<file path="config.mk">
export PLATFORM = sky130hd
export DESIGN_NAME = chs_back
export DESIGN_NICKNAME = d
export VERILOG_FILES = /design/src/rtl/core/chs_pkg.sv /design/src/rtl/core/chs_ram.sv /design/src/rtl/core/chs_cross.sv /design/src/rtl/core/chs_back.sv
export SDC_FILE = /design/constraint.sdc
export NUM_CORES = 2
export LEC_CHECK = 0
export BUFFER_PORTS_ARGS = -buffer_cell sky130_fd_sc_hd__buf_2
export CORE_ASPECT_RATIO = 1.4
export CORE_MARGIN = 2
export CORE_UTILIZATION = 55
export CTS_CLUSTER_SIZE = 8
export DETAILED_ROUTE_END_ITERATION = 12
export HOLD_SLACK_MARGIN = 0.06
export PLACE_DENSITY = 0.8
export SLEW_MARGIN = 10
export SYNTH_ARGS = -nofsm -noshare
export SYNTH_HDL_FRONTEND = slang
export SYNTH_HIERARCHICAL = 1
export SYNTH_SLANG_ARGS = --single-unit
</file>
<file path="constraint.sdc">
create_clock -name clk -period 10.32 [get_ports clk]
set_input_delay 2.064 -clock clk [delete_from_list [all_inputs] [get_ports clk]]
set_output_delay 2.064 -clock clk [all_outputs]
set_load 0.05 [all_outputs]
</file>
<file path="src/rtl/core/chs_pkg.sv">
package chs_pkg;

  localparam int MAX_POINTS = 64;
  localparam int COORD_BITS = 16;
  localparam int IDX_BITS   = $clog2(MAX_POINTS);
  localparam int CNT_BITS   = $clog2(MAX_POINTS + 1);
  localparam int PT_BITS    = 2 * COORD_BITS;
  localparam int SUM_BITS   = COORD_BITS + 2;
  localparam int REL_BITS   = COORD_BITS + 3;
  localparam int PROD_BITS  = 2 * REL_BITS;
  localparam int CROSS_BITS = PROD_BITS + 1;

  localparam logic [1:0] STATUS_OK    = 2'd0;
  localparam logic [1:0] STATUS_DEGEN = 2'd1;
  localparam logic [1:0] STATUS_OVF   = 2'd2;

  typedef struct packed {
    logic [CNT_BITS-1:0] count;
    logic                ovf;
  } chs_job_t;

  typedef struct packed {
    logic                en;
    logic [IDX_BITS-1:0] addr;
    logic [PT_BITS-1:0]  data;
  } chs_wr_t;

  typedef struct packed {
    logic signed [REL_BITS-1:0] ax;
    logic signed [REL_BITS-1:0] ay;
    logic signed [REL_BITS-1:0] bx;
    logic signed [REL_BITS-1:0] by;
  } chs_ops_t;

endpackage

</file>
<file path="src/rtl/core/chs_ram.sv">
module chs_ram #(
  parameter int WIDTH = 8,
  parameter int DEPTH = 16
) (
  input  logic                     clk,
  input  logic                     we,
  input  logic [$clog2(DEPTH)-1:0] waddr,
  input  logic [WIDTH-1:0]         wdata,
  input  logic [$clog2(DEPTH)-1:0] raddr,
  output logic [WIDTH-1:0]         rdata
);

  logic [WIDTH-1:0] mem [DEPTH];

  always_ff @(posedge clk) begin
    if (we) begin
      mem[waddr] <= wdata;
    end
    rdata <= mem[raddr];
  end

endmodule

</file>
<file path="src/rtl/core/chs_cross.sv">
module chs_cross
  import chs_pkg::*;
(
  input  logic                         clk,
  input  chs_ops_t                     ops,
  output logic signed [CROSS_BITS-1:0] cr
);

  logic signed [PROD_BITS-1:0] p1;
  logic signed [PROD_BITS-1:0] p2;

  always_ff @(posedge clk) begin
    p1 <= ops.ax * ops.by;
    p2 <= ops.ay * ops.bx;
  end

  assign cr = CROSS_BITS'(p1) - CROSS_BITS'(p2);

endmodule

</file>
<file path="src/rtl/core/chs_back.sv">
module chs_back
  import chs_pkg::*;
(
  input  logic                         clk,
  input  logic                         rst,
  input  logic                         job_valid,
  input  chs_job_t                     job,
  output logic                         pop,
  output logic                         active,
  output logic [IDX_BITS-1:0]          p_raddr,
  input  logic [PT_BITS-1:0]           p_rdata,
  output logic                         hull_valid,
  output logic signed [COORD_BITS-1:0] hull_x,
  output logic signed [COORD_BITS-1:0] hull_y,
  output logic                         last_vertex,
  output logic [1:0]                   status
);

  typedef enum logic [5:0] {
    S_IDLE, S_CHK, S_ERR, S_MUL,
    S_OR_A, S_OR_B, S_OR_RD, S_OR_T, S_OR_CHK,
    S_SO_RD, S_SO_V, S_SO_J, S_SO_W1, S_SO_W2, S_SO_CMP, S_SO_NX,
    S_DD_RD, S_DD_O, S_DD_P, S_DD_CMP, S_DD_NX,
    S_ST_RD, S_ST_O, S_ST_P,
    S_SC_RD, S_SC_O, S_SC_P, S_SC_TST, S_SC_CMP, S_SC_PUSH,
    S_POP_A, S_POP_C, S_POP_D,
    S_WR_TST, S_WR_END,
    S_EM_RD, S_EM_H, S_EM_P
  } state_t;

  state_t state;
  state_t ret;

  logic [CNT_BITS-1:0] n, k, m, j, kept, top;
  logic [IDX_BITS-1:0] q, s;
  logic [1:0]          err_code;
  logic signed [COORD_BITS-1:0] a_x, a_y, b_x, b_y, c_x, c_y;
  logic signed [COORD_BITS-1:0] t1_x, t1_y, t2_x, t2_y, h0_x, h0_y, s_x, s_y;
  logic signed [SUM_BITS-1:0]   sum_x, sum_y;
  logic signed [REL_BITS-1:0]   v_dx, v_dy, w_dx, w_dy, lk_dx, lk_dy;
  logic [IDX_BITS-1:0] v_idx, w_idx, c_idx;
  logic                wrap;
  chs_ops_t            ops;

  logic signed [CROSS_BITS-1:0] cr;
  logic signed [COORD_BITS-1:0] p_x, p_y;
  logic signed [REL_BITS-1:0]   p_dx, p_dy;
  logic                         before_vw, same_lk, cr_zero, cr_pos;

  logic                o_we, h_we;
  logic [IDX_BITS-1:0] o_waddr, o_raddr, h_waddr, h_raddr;
  logic [IDX_BITS-1:0] o_wdata, o_rdata, h_wdata, h_rdata;

  function automatic logic signed [REL_BITS-1:0] rel_of(
    input logic signed [COORD_BITS-1:0] c,
    input logic signed [SUM_BITS-1:0]   sm
  );
    logic signed [REL_BITS-1:0] ce;
    logic signed [REL_BITS-1:0] se;
    ce = REL_BITS'(c);
    se = REL_BITS'(sm);
    return (ce <<< 1) + ce - se;
  endfunction

  function automatic logic signed [REL_BITS-1:0] diff(
    input logic signed [COORD_BITS-1:0] hi,
    input logic signed [COORD_BITS-1:0] lo
  );
    return REL_BITS'(hi) - REL_BITS'(lo);
  endfunction

  // Upper half plane (including the positive x axis) sorts first.
  function automatic logic half_of(
    input logic signed [REL_BITS-1:0] dx,
    input logic signed [REL_BITS-1:0] dy
  );
    return !((dy > 0) || ((dy == 0) && (dx > 0)));
  endfunction

  function automatic logic [REL_BITS-1:0] mag(input logic signed [REL_BITS-1:0] d);
    return (d < 0) ? REL_BITS'(-d) : REL_BITS'(d);
  endfunction

  chs_cross u_cross (
    .clk (clk),
    .ops (ops),
    .cr  (cr)
  );

  chs_ram #(.WIDTH(IDX_BITS), .DEPTH(MAX_POINTS)) u_order (
    .clk   (clk),
    .we    (o_we),
    .waddr (o_waddr),
    .wdata (o_wdata),
    .raddr (o_raddr),
    .rdata (o_rdata)
  );

  chs_ram #(.WIDTH(IDX_BITS), .DEPTH(MAX_POINTS)) u_stack (
    .clk   (clk),
    .we    (h_we),
    .waddr (h_waddr),
    .wdata (h_wdata),
    .raddr (h_raddr),
    .rdata (h_rdata)
  );

  assign p_x     = $signed(p_rdata[PT_BITS-1:COORD_BITS]);
  assign p_y     = $signed(p_rdata[COORD_BITS-1:0]);
  assign p_dx    = rel_of(p_x, sum_x);
  assign p_dy    = rel_of(p_y, sum_y);
  assign cr_zero = (cr == 0);
  assign cr_pos  = (cr > 0);
  assign pop     = (state == S_IDLE) && job_valid;
  assign active  = (state != S_IDLE);

  // Points on one ray share a sign pattern, so the larger coordinate magnitude is farther.
  always_comb begin
    logic hv;
    logic hw;
    logic far;
    hv  = half_of(v_dx, v_dy);
    hw  = half_of(w_dx, w_dy);
    far = (mag(v_dx) > mag(w_dx)) || (mag(v_dy) > mag(w_dy));
    if (hv != hw) begin
      before_vw = !hv;
    end else if (!cr_zero) begin
      before_vw = cr_pos;
    end else begin
      before_vw = far;
    end
    same_lk = (half_of(lk_dx, lk_dy) == half_of(v_dx, v_dy)) && cr_zero;
  end

  always_comb begin
    p_raddr = k[IDX_BITS-1:0];
    o_raddr = k[IDX_BITS-1:0];
    h_raddr = k[IDX_BITS-1:0];
    o_we    = 1'b0;
    o_waddr = j[IDX_BITS-1:0];
    o_wdata = v_idx;
    h_we    = 1'b0;
    h_waddr = top[IDX_BITS-1:0];
    h_wdata = c_idx;
    unique case (state)
      S_OR_A:  p_raddr = '0;
      S_OR_B:  p_raddr = IDX_BITS'(1);
      S_SO_J:  o_raddr = IDX_BITS'(j - CNT_BITS'(1));
      S_SO_W1: p_raddr = o_rdata;
      S_DD_O:  p_raddr = o_rdata;
      S_ST_O:  p_raddr = o_rdata;
      S_SC_RD: o_raddr = q;
      S_SC_O:  p_raddr = o_rdata;
      S_POP_A: h_raddr = IDX_BITS'(top - CNT_BITS'(2));
      S_POP_C: p_raddr = h_rdata;
      S_EM_RD: h_raddr = k[IDX_BITS-1:0];
      S_EM_H:  p_raddr = h_rdata;
      default: ;
    endcase
    unique case (state)
      S_SO_J: begin
        if (j == '0) begin
          o_we    = 1'b1;
          o_waddr = '0;
        end
      end
      S_SO_CMP: begin
        o_we = 1'b1;
        if (before_vw) o_wdata = w_idx;
      end
      S_DD_P: begin
        if (kept == '0) begin
          o_we    = 1'b1;
          o_waddr = '0;
        end
      end
      S_DD_CMP: begin
        o_we    = !same_lk;
        o_waddr = kept[IDX_BITS-1:0];
      end
      S_SC_PUSH: h_we = 1'b1;
      default: ;
    endcase
  end

  always_ff @(posedge clk) begin
    if (rst) begin
      state      <= S_IDLE;
      hull_valid <= 1'b0;
    end else begin
      hull_valid <= 1'b0;
      unique case (state)
        S_IDLE: begin
          if (job_valid) begin
            n     <= job.count;
            state <= job.ovf ? S_ERR : S_CHK;
            err_code <= STATUS_OVF;
          end
        end
        S_CHK: begin
          k <= CNT_BITS'(2);
          if (n < CNT_BITS'(3)) begin
            err_code <= STATUS_DEGEN;
            state    <= S_ERR;
          end else begin
            state <= S_OR_A;
          end
        end
        S_ERR: begin
          hull_valid  <= 1'b1;
          hull_x      <= '0;
          hull_y      <= '0;
          last_vertex <= 1'b1;
          status      <= err_code;
          state       <= S_IDLE;
        end
        S_MUL: state <= ret;
        S_OR_A: state <= S_OR_B;
        S_OR_B: begin
          a_x   <= p_x;
          a_y   <= p_y;
          state <= S_OR_RD;
        end
        S_OR_RD: begin
          b_x   <= (k == CNT_BITS'(2)) ? p_x : b_x;
          b_y   <= (k == CNT_BITS'(2)) ? p_y : b_y;
          state <= S_OR_T;
        end
        S_OR_T: begin
          c_x   <= p_x;
          c_y   <= p_y;
          ops   <= '{ax: diff(b_x, a_x), ay: diff(b_y, a_y),
                     bx: diff(p_x, a_x), by: diff(p_y, a_y)};
          ret   <= S_OR_CHK;
          state <= S_MUL;
        end
        S_OR_CHK: begin
          if (!cr_zero) begin
            sum_x <= SUM_BITS'(a_x) + SUM_BITS'(b_x) + SUM_BITS'(c_x);
            sum_y <= SUM_BITS'(a_y) + SUM_BITS'(b_y) + SUM_BITS'(c_y);
            k     <= '0;
            m     <= '0;
            state <= S_SO_RD;
          end else if (k + CNT_BITS'(1) == n) begin
            err_code <= STATUS_DEGEN;
            state    <= S_ERR;
          end else begin
            a_x   <= b_x;
            a_y   <= b_y;
            b_x   <= c_x;
            b_y   <= c_y;
            k     <= k + CNT_BITS'(1);
            state <= S_OR_RD;
          end
        end
        S_SO_RD: state <= S_SO_V;
        S_SO_V: begin
          v_idx <= k[IDX_BITS-1:0];
          v_dx  <= p_dx;
          v_dy  <= p_dy;
          j     <= m;
          state <= ((p_dx == 0) && (p_dy == 0)) ? S_SO_NX : S_SO_J;
        end
        S_SO_J: begin
          if (j == '0) begin
            m     <= m + CNT_BITS'(1);
            state <= S_SO_NX;
          end else begin
            state <= S_SO_W1;
          end
        end
        S_SO_W1: begin
          w_idx <= o_rdata;
          state <= S_SO_W2;
        end
        S_SO_W2: begin
          w_dx  <= p_dx;
          w_dy  <= p_dy;
          ops   <= '{ax: v_dx, ay: v_dy, bx: p_dx, by: p_dy};
          ret   <= S_SO_CMP;
          state <= S_MUL;
        end
        S_SO_CMP: begin
          if (before_vw) begin
            j     <= j - CNT_BITS'(1);
            state <= S_SO_J;
          end else begin
            m     <= m + CNT_BITS'(1);
            state <= S_SO_NX;
          end
        end
        S_SO_NX: begin
          if (k + CNT_BITS'(1) == n) begin
            k     <= '0;
            kept  <= '0;
            state <= (m == '0) ? S_DD_NX : S_DD_RD;
          end else begin
            k     <= k + CNT_BITS'(1);
            state <= S_SO_RD;
          end
        end
        S_DD_RD: state <= S_DD_O;
        S_DD_O: begin
          v_idx <= o_rdata;
          state <= S_DD_P;
        end
        S_DD_P: begin
          v_dx <= p_dx;
          v_dy <= p_dy;
          if (kept == '0) begin
            kept  <= CNT_BITS'(1);
            lk_dx <= p_dx;
            lk_dy <= p_dy;
            state <= S_DD_NX;
          end else begin
            ops   <= '{ax: lk_dx, ay: lk_dy, bx: p_dx, by: p_dy};
            ret   <= S_DD_CMP;
            state <= S_MUL;
          end
        end
        S_DD_CMP: begin
          if (!same_lk) begin
            kept  <= kept + CNT_BITS'(1);
            lk_dx <= v_dx;
            lk_dy <= v_dy;
          end
          state <= S_DD_NX;
        end
        S_DD_NX: begin
          if (m == '0 || k + CNT_BITS'(1) == m) begin
            k <= '0;
            if (kept < CNT_BITS'(3)) begin
              err_code <= STATUS_DEGEN;
              state    <= S_ERR;
            end else begin
              state <= S_ST_RD;
            end
          end else begin
            k     <= k + CNT_BITS'(1);
            state <= S_DD_RD;
          end
        end
        S_ST_RD: state <= S_ST_O;
        S_ST_O:  state <= S_ST_P;
        S_ST_P: begin
          if (k == '0 || p_y < s_y || (p_y == s_y && p_x < s_x)) begin
            s   <= k[IDX_BITS-1:0];
            s_x <= p_x;
            s_y <= p_y;
          end
          if (k + CNT_BITS'(1) == kept) begin
            k     <= '0;
            top   <= '0;
            q     <= (k == '0 || p_y < s_y || (p_y == s_y && p_x < s_x)) ?
                     k[IDX_BITS-1:0] : s;
            state <= S_SC_RD;
          end else begin
            k     <= k + CNT_BITS'(1);
            state <= S_ST_RD;
          end
        end
        S_SC_RD: state <= S_SC_O;
        S_SC_O: begin
          c_idx <= o_rdata;
          state <= S_SC_P;
        end
        S_SC_P: begin
          c_x   <= p_x;
          c_y   <= p_y;
          state <= S_SC_TST;
        end
        S_SC_TST: begin
          wrap <= 1'b0;
          if (top >= CNT_BITS'(2)) begin
            ops   <= '{ax: diff(t1_x, t2_x), ay: diff(t1_y, t2_y),
                       bx: diff(c_x, t2_x), by: diff(c_y, t2_y)};
            ret   <= S_SC_CMP;
            state <= S_MUL;
          end else begin
            state <= S_SC_PUSH;
          end
        end
        S_SC_CMP: begin
          // A non-left turn drops the top vertex; the closing pass works the same way.
          if (!cr_pos) begin
            top   <= top - CNT_BITS'(1);
            t1_x  <= t2_x;
            t1_y  <= t2_y;
            // With two vertices left, the one below the new top is the first vertex.
            if (top == CNT_BITS'(3)) begin
              t2_x <= h0_x;
              t2_y <= h0_y;
            end
            ret   <= wrap ? S_WR_TST : S_SC_TST;
            state <= (top >= CNT_BITS'(4)) ? S_POP_A : (wrap ? S_WR_TST : S_SC_TST);
          end else begin
            state <= wrap ? S_WR_END : S_SC_PUSH;
          end
        end
        S_SC_PUSH: begin
          top  <= top + CNT_BITS'(1);
          t2_x <= t1_x;
          t2_y <= t1_y;
          t1_x <= c_x;
          t1_y <= c_y;
          if (top == '0) begin
            h0_x <= c_x;
            h0_y <= c_y;
          end
          if (k + CNT_BITS'(1) == kept) begin
            state <= S_WR_TST;
          end else begin
            k     <= k + CNT_BITS'(1);
            q     <= (CNT_BITS'(q) + CNT_BITS'(1) == kept) ? '0 : q + IDX_BITS'(1);
            state <= S_SC_RD;
          end
        end
        S_POP_A: state <= S_POP_C;
        S_POP_C: state <= S_POP_D;
        S_POP_D: begin
          t2_x  <= p_x;
          t2_y  <= p_y;
          state <= ret;
        end
        S_WR_TST: begin
          wrap <= 1'b1;
          if (top >= CNT_BITS'(3)) begin
            ops   <= '{ax: diff(t1_x, t2_x), ay: diff(t1_y, t2_y),
                       bx: diff(h0_x, t2_x), by: diff(h0_y, t2_y)};
            ret   <= S_SC_CMP;
            state <= S_MUL;
          end else begin
            state <= S_WR_END;
          end
        end
        S_WR_END: begin
          k <= '0;
          if (top < CNT_BITS'(3)) begin
            err_code <= STATUS_DEGEN;
            state    <= S_ERR;
          end else begin
            state <= S_EM_RD;
          end
        end
        S_EM_RD: state <= S_EM_H;
        S_EM_H:  state <= S_EM_P;
        S_EM_P: begin
          hull_valid  <= 1'b1;
          hull_x      <= p_x;
          hull_y      <= p_y;
          status      <= STATUS_OK;
          last_vertex <= (k + CNT_BITS'(1) == top);
          k           <= k + CNT_BITS'(1);
          state       <= (k + CNT_BITS'(1) == top) ? S_IDLE : S_EM_RD;
        end
        default: state <= S_IDLE;
      endcase
    end
  end

endmodule

</file>
Word-level counts from Yosys, hierarchy flattened. Memories as Yosys holds them, arrays and structs flattened. A register that Yosys moved wholly into a read port is not among the register bits. Cells that the tools add are included.

Flip-flop bits (word level): 649. RAM bits: 768. Input port bits: 43. Logic and storage cells: 385. Memories: 2.

Add/subtract/negate cells: 32. Multiply operators: 2. Magnitude comparators: 21. Eq/ne operators: 71. Mux-type cells: 125. Bitwise operators: 2. Reduce and logical (&&, ||, !) cells: 82.

Memories: u_order.mem (depth 64, width 6, rd ports 1, clocked after memory_dff 1, write ports 1, RTL line chs_ram.sv:13) `logic [WIDTH-1:0] mem [DEPTH];`; u_stack.mem (depth 64, width 6, rd ports 1, clocked after memory_dff 1, write ports 1, RTL line chs_ram.sv:13).

Operators with widths (number): case mux 76 bit (5 select lines) (1); 2-to-1 mux 16 bit (16); case mux 16 bit (2 select lines) (8); 2-to-1 mux 76 bit (3); case mux 6 bit (35 select lines) (1); subtractor 16 x 16 -> 17 bit (10); logical NOT 32 bit (5); 2-to-1 mux 19 bit (8); 2-to-1 mux 6 bit (23); > comparator 19 x 1 -> 1 bit (second input constant) (6); 2-to-1 mux 7 bit (15); == test 6 x 5 -> 1 bit (second input constant) (16); case mux 16 bit (3 select lines) (2); < comparator 19 x 1 -> 1 bit (second input constant) (4); multiplier 19 x 19 -> 38 bit (2); negator 19 bit (4); case mux 19 bit (2 select lines) (2); adder 17 x 16 -> 18 bit (4); case mux 7 bit (3 select lines) (3); case mux 7 bit (8 select lines) (1); == test 6 x 4 -> 1 bit (second input constant) (8); inequality test 2 bit (second input constant) (23); > comparator 39 x 1 -> 1 bit (second input constant) (1); logical NOT 39 bit (1); other kinds (56) (168).

Longest topological paths before layout.
Word-level depth: 10. Mapped depth: 26.

Hierarchy. The synthesis kept the hierarchy.

Modules (own cells, without submodules): chs_back (instances 1, cells an instance 4036, area each 39849.5 µm²); chs_cross (instances 1, cells an instance 3259, area each 30446.7 µm²); chs_ram (instances 2, cells an instance 729, area each 15205.8 µm²).

Least setup slack after synthesis. OpenSTA, ideal clock, no wires.

Path type: in2reg. From: in p_rdata[25]. To: reg s_x[0], enable pin. Setup time: 0.461 ns. Arrival: 6.171 ns. Data required time: 9.859 ns. Path slack: 3.688 ns. Stages: 11. Path buffers: 1. Path through: ha_1 -> a21o_1 -> a21o_1 -> a21o_1 -> a21oi_1 -> o21ai_0 -> nor4b_1 -> mux2i_1 -> and2_1 -> clkbuf_1 -> nor3_1.

Cells in the longest elaborated chain, start to end: 4.

Ends and longest elaborated chain: start, declared (RTL line chs_back.sv:11) `input logic [PT_BITS-1:0] p_rdata,`; < comparator 16 bit (RTL line chs_back.sv:346) `if (k == '0 || p_y < s_y || (p_y == s_y && p_x < s_x)) begin`; logical AND 1 bit (RTL line chs_back.sv:346); logical OR 1 bit (RTL line chs_back.sv:346); AND reduction 3 bit (no source line); end signal, assigned (RTL line chs_back.sv:348) `s_x <= p_x;`; end, declared (RTL line chs_back.sv:38) `logic signed [COORD_BITS-1:0] t1_x, t1_y, t2_x, t2_y, h0_x, h0_y, s_x, s_y;`.

No other way between the ends. A chain may end at the register's enable or synchronous reset.

Worst setup path after layout.
From: reg ops[56] (netlist name). To: reg u_cross.p2[35].

Cells in the longest elaborated chain, start to end: 1.

Ends and longest elaborated chain: multiplier 19 x 19 -> 38 bit (RTL line chs_cross.sv:14) `p2 <= ops.ay * ops.bx;`; end signal, assigned (RTL line chs_cross.sv:14); end, declared (RTL line chs_cross.sv:10) `logic signed [PROD_BITS-1:0] p2;`.

No other way between the ends.

==> run_results.csv <==
group,metric,value,unit
clock_tree,clkSlewWorstSetupHoldPaths,0.05,ns
critical_path,cp_common_cell,"fa_1",
clock_tree,cts_resized,0,
status,outcome,"completed",
timing,worstMarginPinSlew,1.213,ns
critical_path,critPathMaxStageDelay,0.84,ns
synth,avgSynthCellArea,11.51,µm²
clock_tree,cts_setup_buffers,0,
clock_tree,clock_latency,0.90,ns
finish,register_area,0.04196,mm²
finish,area_delta_synth_final,8.695,%
synth,ys_seq_area_share,41.67,%
detailed_routing,viasPerCell,6.203,
timing,rsz0062_at_grt,"no",
critical_path,reg2reg_to,"u_cross/p2[35]",
power_and_ir_drop,pwr_density_cell,134.6,mW/mm²
synth,syn_nets,10200,
run,cap_violations,0,
power_and_ir_drop,leakage,0.04445,µW
hold_path,hold_end,"h0_x[0]",
global_routing,antenna_found_initial,27,
critical_path,cp_max_fo,19,
timing,report.final.slew_viol_count,0,
timing,final.min_clock_period,7.106,ns
detailed_routing,drt_iter0_markers,6789,
finish,final_core_util,60.24,%
timing,slew-limit-headroom,17.06,%
synth,synthFlopType,"edfxtp_1",
detailed_routing,vias,70210,
detailed_routing,dr.pass1.iters,7,
synth,synth_area_leader_cell,"edfxtp_1",
detailed_routing,drc,0,
floorplanning,start_util,55.42,%
clock_tree,cts_buffers,199,
placed_design,dp_hpwl,209100,µm
global_routing,grt_pass1_wl,434400,µm
detailed_routing,top_layer,"met5",
detailed_routing,final_antenna_net_count,0,
critical_path,r2r_cells,17,
clock_tree,root_buffer,"clkbuf_16",
global_routing,grt_pass1_vias,73910,
timing,max_freq,0.1407,GHz
clock_tree,hold_buffers,0,
detailed_routing,m1WireLength,96280,µm
critical_path,crit_slowest_cell,"fa_1",
timing,finalCritPeriodShare,68.86,%
critical_path,arrival,7.83,ns
clock_tree,htree_levels,4,
critical_path,critical_path.top_delay_family,"adder cells",
detailed_routing,wl_per_cell,25.24,µm
hold_path,min-delay-start,"c_x[0]",
critical_path,cp_num_buf_inv,1,
critical_path,crit_chain,"nand2_1 -> fa_1 -> fa_1 -> fa_1 -> inv_1 -> fa_1 -> fa_1 -> fa_1 -> ha_1 -> ha_1 -> and4_1 -> and2_1 -> nand2_1 -> o211ai_2 -> a31oi_2 -> o311a_1 -> o21a_1",
finish,multi_input_area,0.05344,mm²
detailed_routing,wl_met2,143800,µm
critical_path,ff2ff_setup_slack,3.21,ns
global_routing,globalRouteOverflowTotal,0,
synth,syn_area,0.1007,mm²
floorplanning,num_rows,185,
finish,fin_cells,11320,
synth,async_flop_share,0,%
synth,ys_ff_latch,1429,
finish,final_nets,10250,
floorplanning,coreArea,0.1817,mm²
critical_path,crit_type,"reg2reg",
hold_path,hold_class,"reg2reg",
detailed_routing,routed_wl,285700,µm
power_and_ir_drop,ir_worst_vdd,0.2023,mV
synth,synth_cell_types,121,
floorplanning,num_io_pins,87,
placed_design,io_buffers,86,
synth,synth_top_area_share,39.78,%
global_routing,grt_max_degree,76,
critical_path,critPathLaunchType,"register",
floorplanning,dieWidth,365.7,µm
synth,yosysWarnings,6,
finish,drive_gt1_share,8.312,%
critical_path,timing.rr.start,"ops[56]",
critical_path,required,11.04,ns
finish,fillers,13950,
clock_tree,cts_tree,"yes",
placed_design,dpl.cell_count,11040,
placed_design,place.gp.congestion,1.022,
clock_tree,clockBufferDepth,3,
detailed_routing,wl_met3,20600,µm
critical_path,crit_path_end_kind,"register",
synth,syn_inst,8753,
floorplanning,die_h,510.3,µm
floorplanning,die_area,0.1866,mm²
timing,tns,0,ns
timing,final_hold_viol_count,0,
synth,synth_edf_count,1334,
timing,hold_ws,0.4572,ns
timing,setup-violations-final,0,
clock_tree,cts.sinks,1429,
global_routing,globalRouteTotalUtil,31.03,%
synth,synth_area_leaders,"edfxtp_1, fa_1, ha_1",
hold_path,whs_path_depth,0,
timing,fin_worst_skew,0.09802,ns
worst reg2reg max path: cells and delay by family (launching register included):
family | cells | cell delay, ns
and+or+nand+nor | 4 | 0.78
buffers and inverters | 1 | 0.26
AOI/OAI and AO/OA | 4 | 0.93
adders and majority gates | 8 | 4.21
DFF | 1 | 0.81
synthesized netlist by cell type, types with 43 or more instances:
cell	instances
a31oi_1	49
nand4_1	49
nor2b_1	58
a21oi_1	292
a21o_1	106
nand2b_1	88
mux4_2	206
and2_1	405
fa_1	816
dfxtp_1	95
nor2_1	496
nand2_1	945
nor3_1	116
o21a_1	44
xnor2_1	246
o211ai_1	43
or3_1	49
clkbuf_1	257
a22oi_1	66
inv_1	1107
edfxtp_1	1334
nor4_1	45
ha_1	583
a211oi_1	43
nand3_1	127
xor2_1	158
o21ai_0	278
logic make-up after synthesis:
| logic type | Yosys count | share of synthesized area [%] |
|---|---|---|
| AOI/OAI and AO/OA | 1266 | 8.421 |
| xor gates and xnor gates | 406 | 3.546 |
| adders and majority gates | 1402 | 23.50 |
| buffers and inverters | 1438 | 5.499 |
| DFF | 1429 | 41.67 |
| muxes | 257 | 5.155 |
| and+or+nand+nor | 2555 | 12.22 |
per-layer routing:
layer,track usage [%],up-vias
li1,-,30450
met1,34.47,34890
met2,53.91,3647
met3,5.169,1196
met4,22.20,32
met5,0,-
power by group:
| part | internal (µW) | switching, µW | leakage [µW] |
|---|---|---|---|
| logic | 831 | 1380 | 0.0289 |
| clock network | 3530 | 2540 | 0.00271 |
| registers | 6400 | 52.1 | 0.0128 |
area by class of cell:
class / count / share of cell area, %
Clock inverter: 17 / 0.4263
Antenna cell: 8 / 0.01829
Inverter: 1112 / 3.813
Multi-Input combinational cell: 5886 / 48.82
Tap cell: 2431 / 2.779
Clock buffer: 253 / 4.763
Timing Repair Buffer: 182 / 1.052
Sequential cell: 1429 / 38.33
how the worst max path moves through the flow:
stage / from / to / slack, ns / cells past startpoint
final: ops[56] / u_cross/p2[35] / 3.21 / 17
after global routing: ops[75] / u_cross/p1[37] / 2.81 / 21
after CTS: ops[75] / u_cross/p1[36] / 3.25 / 21
after detailed placement: ops[75] / u_cross/p1[36] / 3.31 / 21
after global placement: ops[75] / u_cross/p1[36] / 3.30 / 21
after floorplan: p_rdata[25] / s_x[0] / 3.69 / 11
state kept, by name (all words and copies together) (netlist names), 38 cells and up:
| name | count |
|---|---|
| u_cross/p1 | 38 |
| u_cross/p2 | 38 |
| u_stack/mem | 384 |
| ops | 76 |
| u_order/mem | 384 |
through the flow:
| step | power [µW] | worst slack [ns] | instance area [µm²] |
|---|---|---|---|
| 6_report | 14740 | 3.214 | 109500 |
| 5_1_grt | 15190 | 2.808 | 109400 |
| 4_1_cts | 14760 | 3.254 | 109400 |
| 3_5_place_dp | 8723 | 3.308 | 103800 |
| 3_3_place_gp | 8675 | 3.299 | 103800 |
| 2_1_floorplan | 8075 | 3.688 | 100700 |
placed cells by master, fill, tap and decap left out, drive strengths merged, types with 42 or more instances in the layout:
cell / netlist / routed
o21ai: 289 / 289
ha: 583 / 583
o211ai: 46 / 46
o22ai: 42 / 42
clkbuf: 258 / 253
nand3: 127 / 127
a22oi: 66 / 66
buf: 68 / 182
nor3: 119 / 119
xnor2: 247 / 247
nor2b: 59 / 59
a21o: 106 / 106
xor2: 159 / 159
a211oi: 43 / 43
nand2b: 88 / 88
nand4: 49 / 49
a21oi: 295 / 295
nor2: 496 / 496
a31oi: 52 / 52
and2: 409 / 409
dfxtp: 95 / 95
nor4: 47 / 47
inv: 1110 / 1111
nand2: 947 / 947
or3: 53 / 53
o21a: 44 / 44
mux4: 206 / 206
fa: 816 / 816
edfxtp: 1334 / 1334
Note: power is estimated with default switching activity, not from simulation.
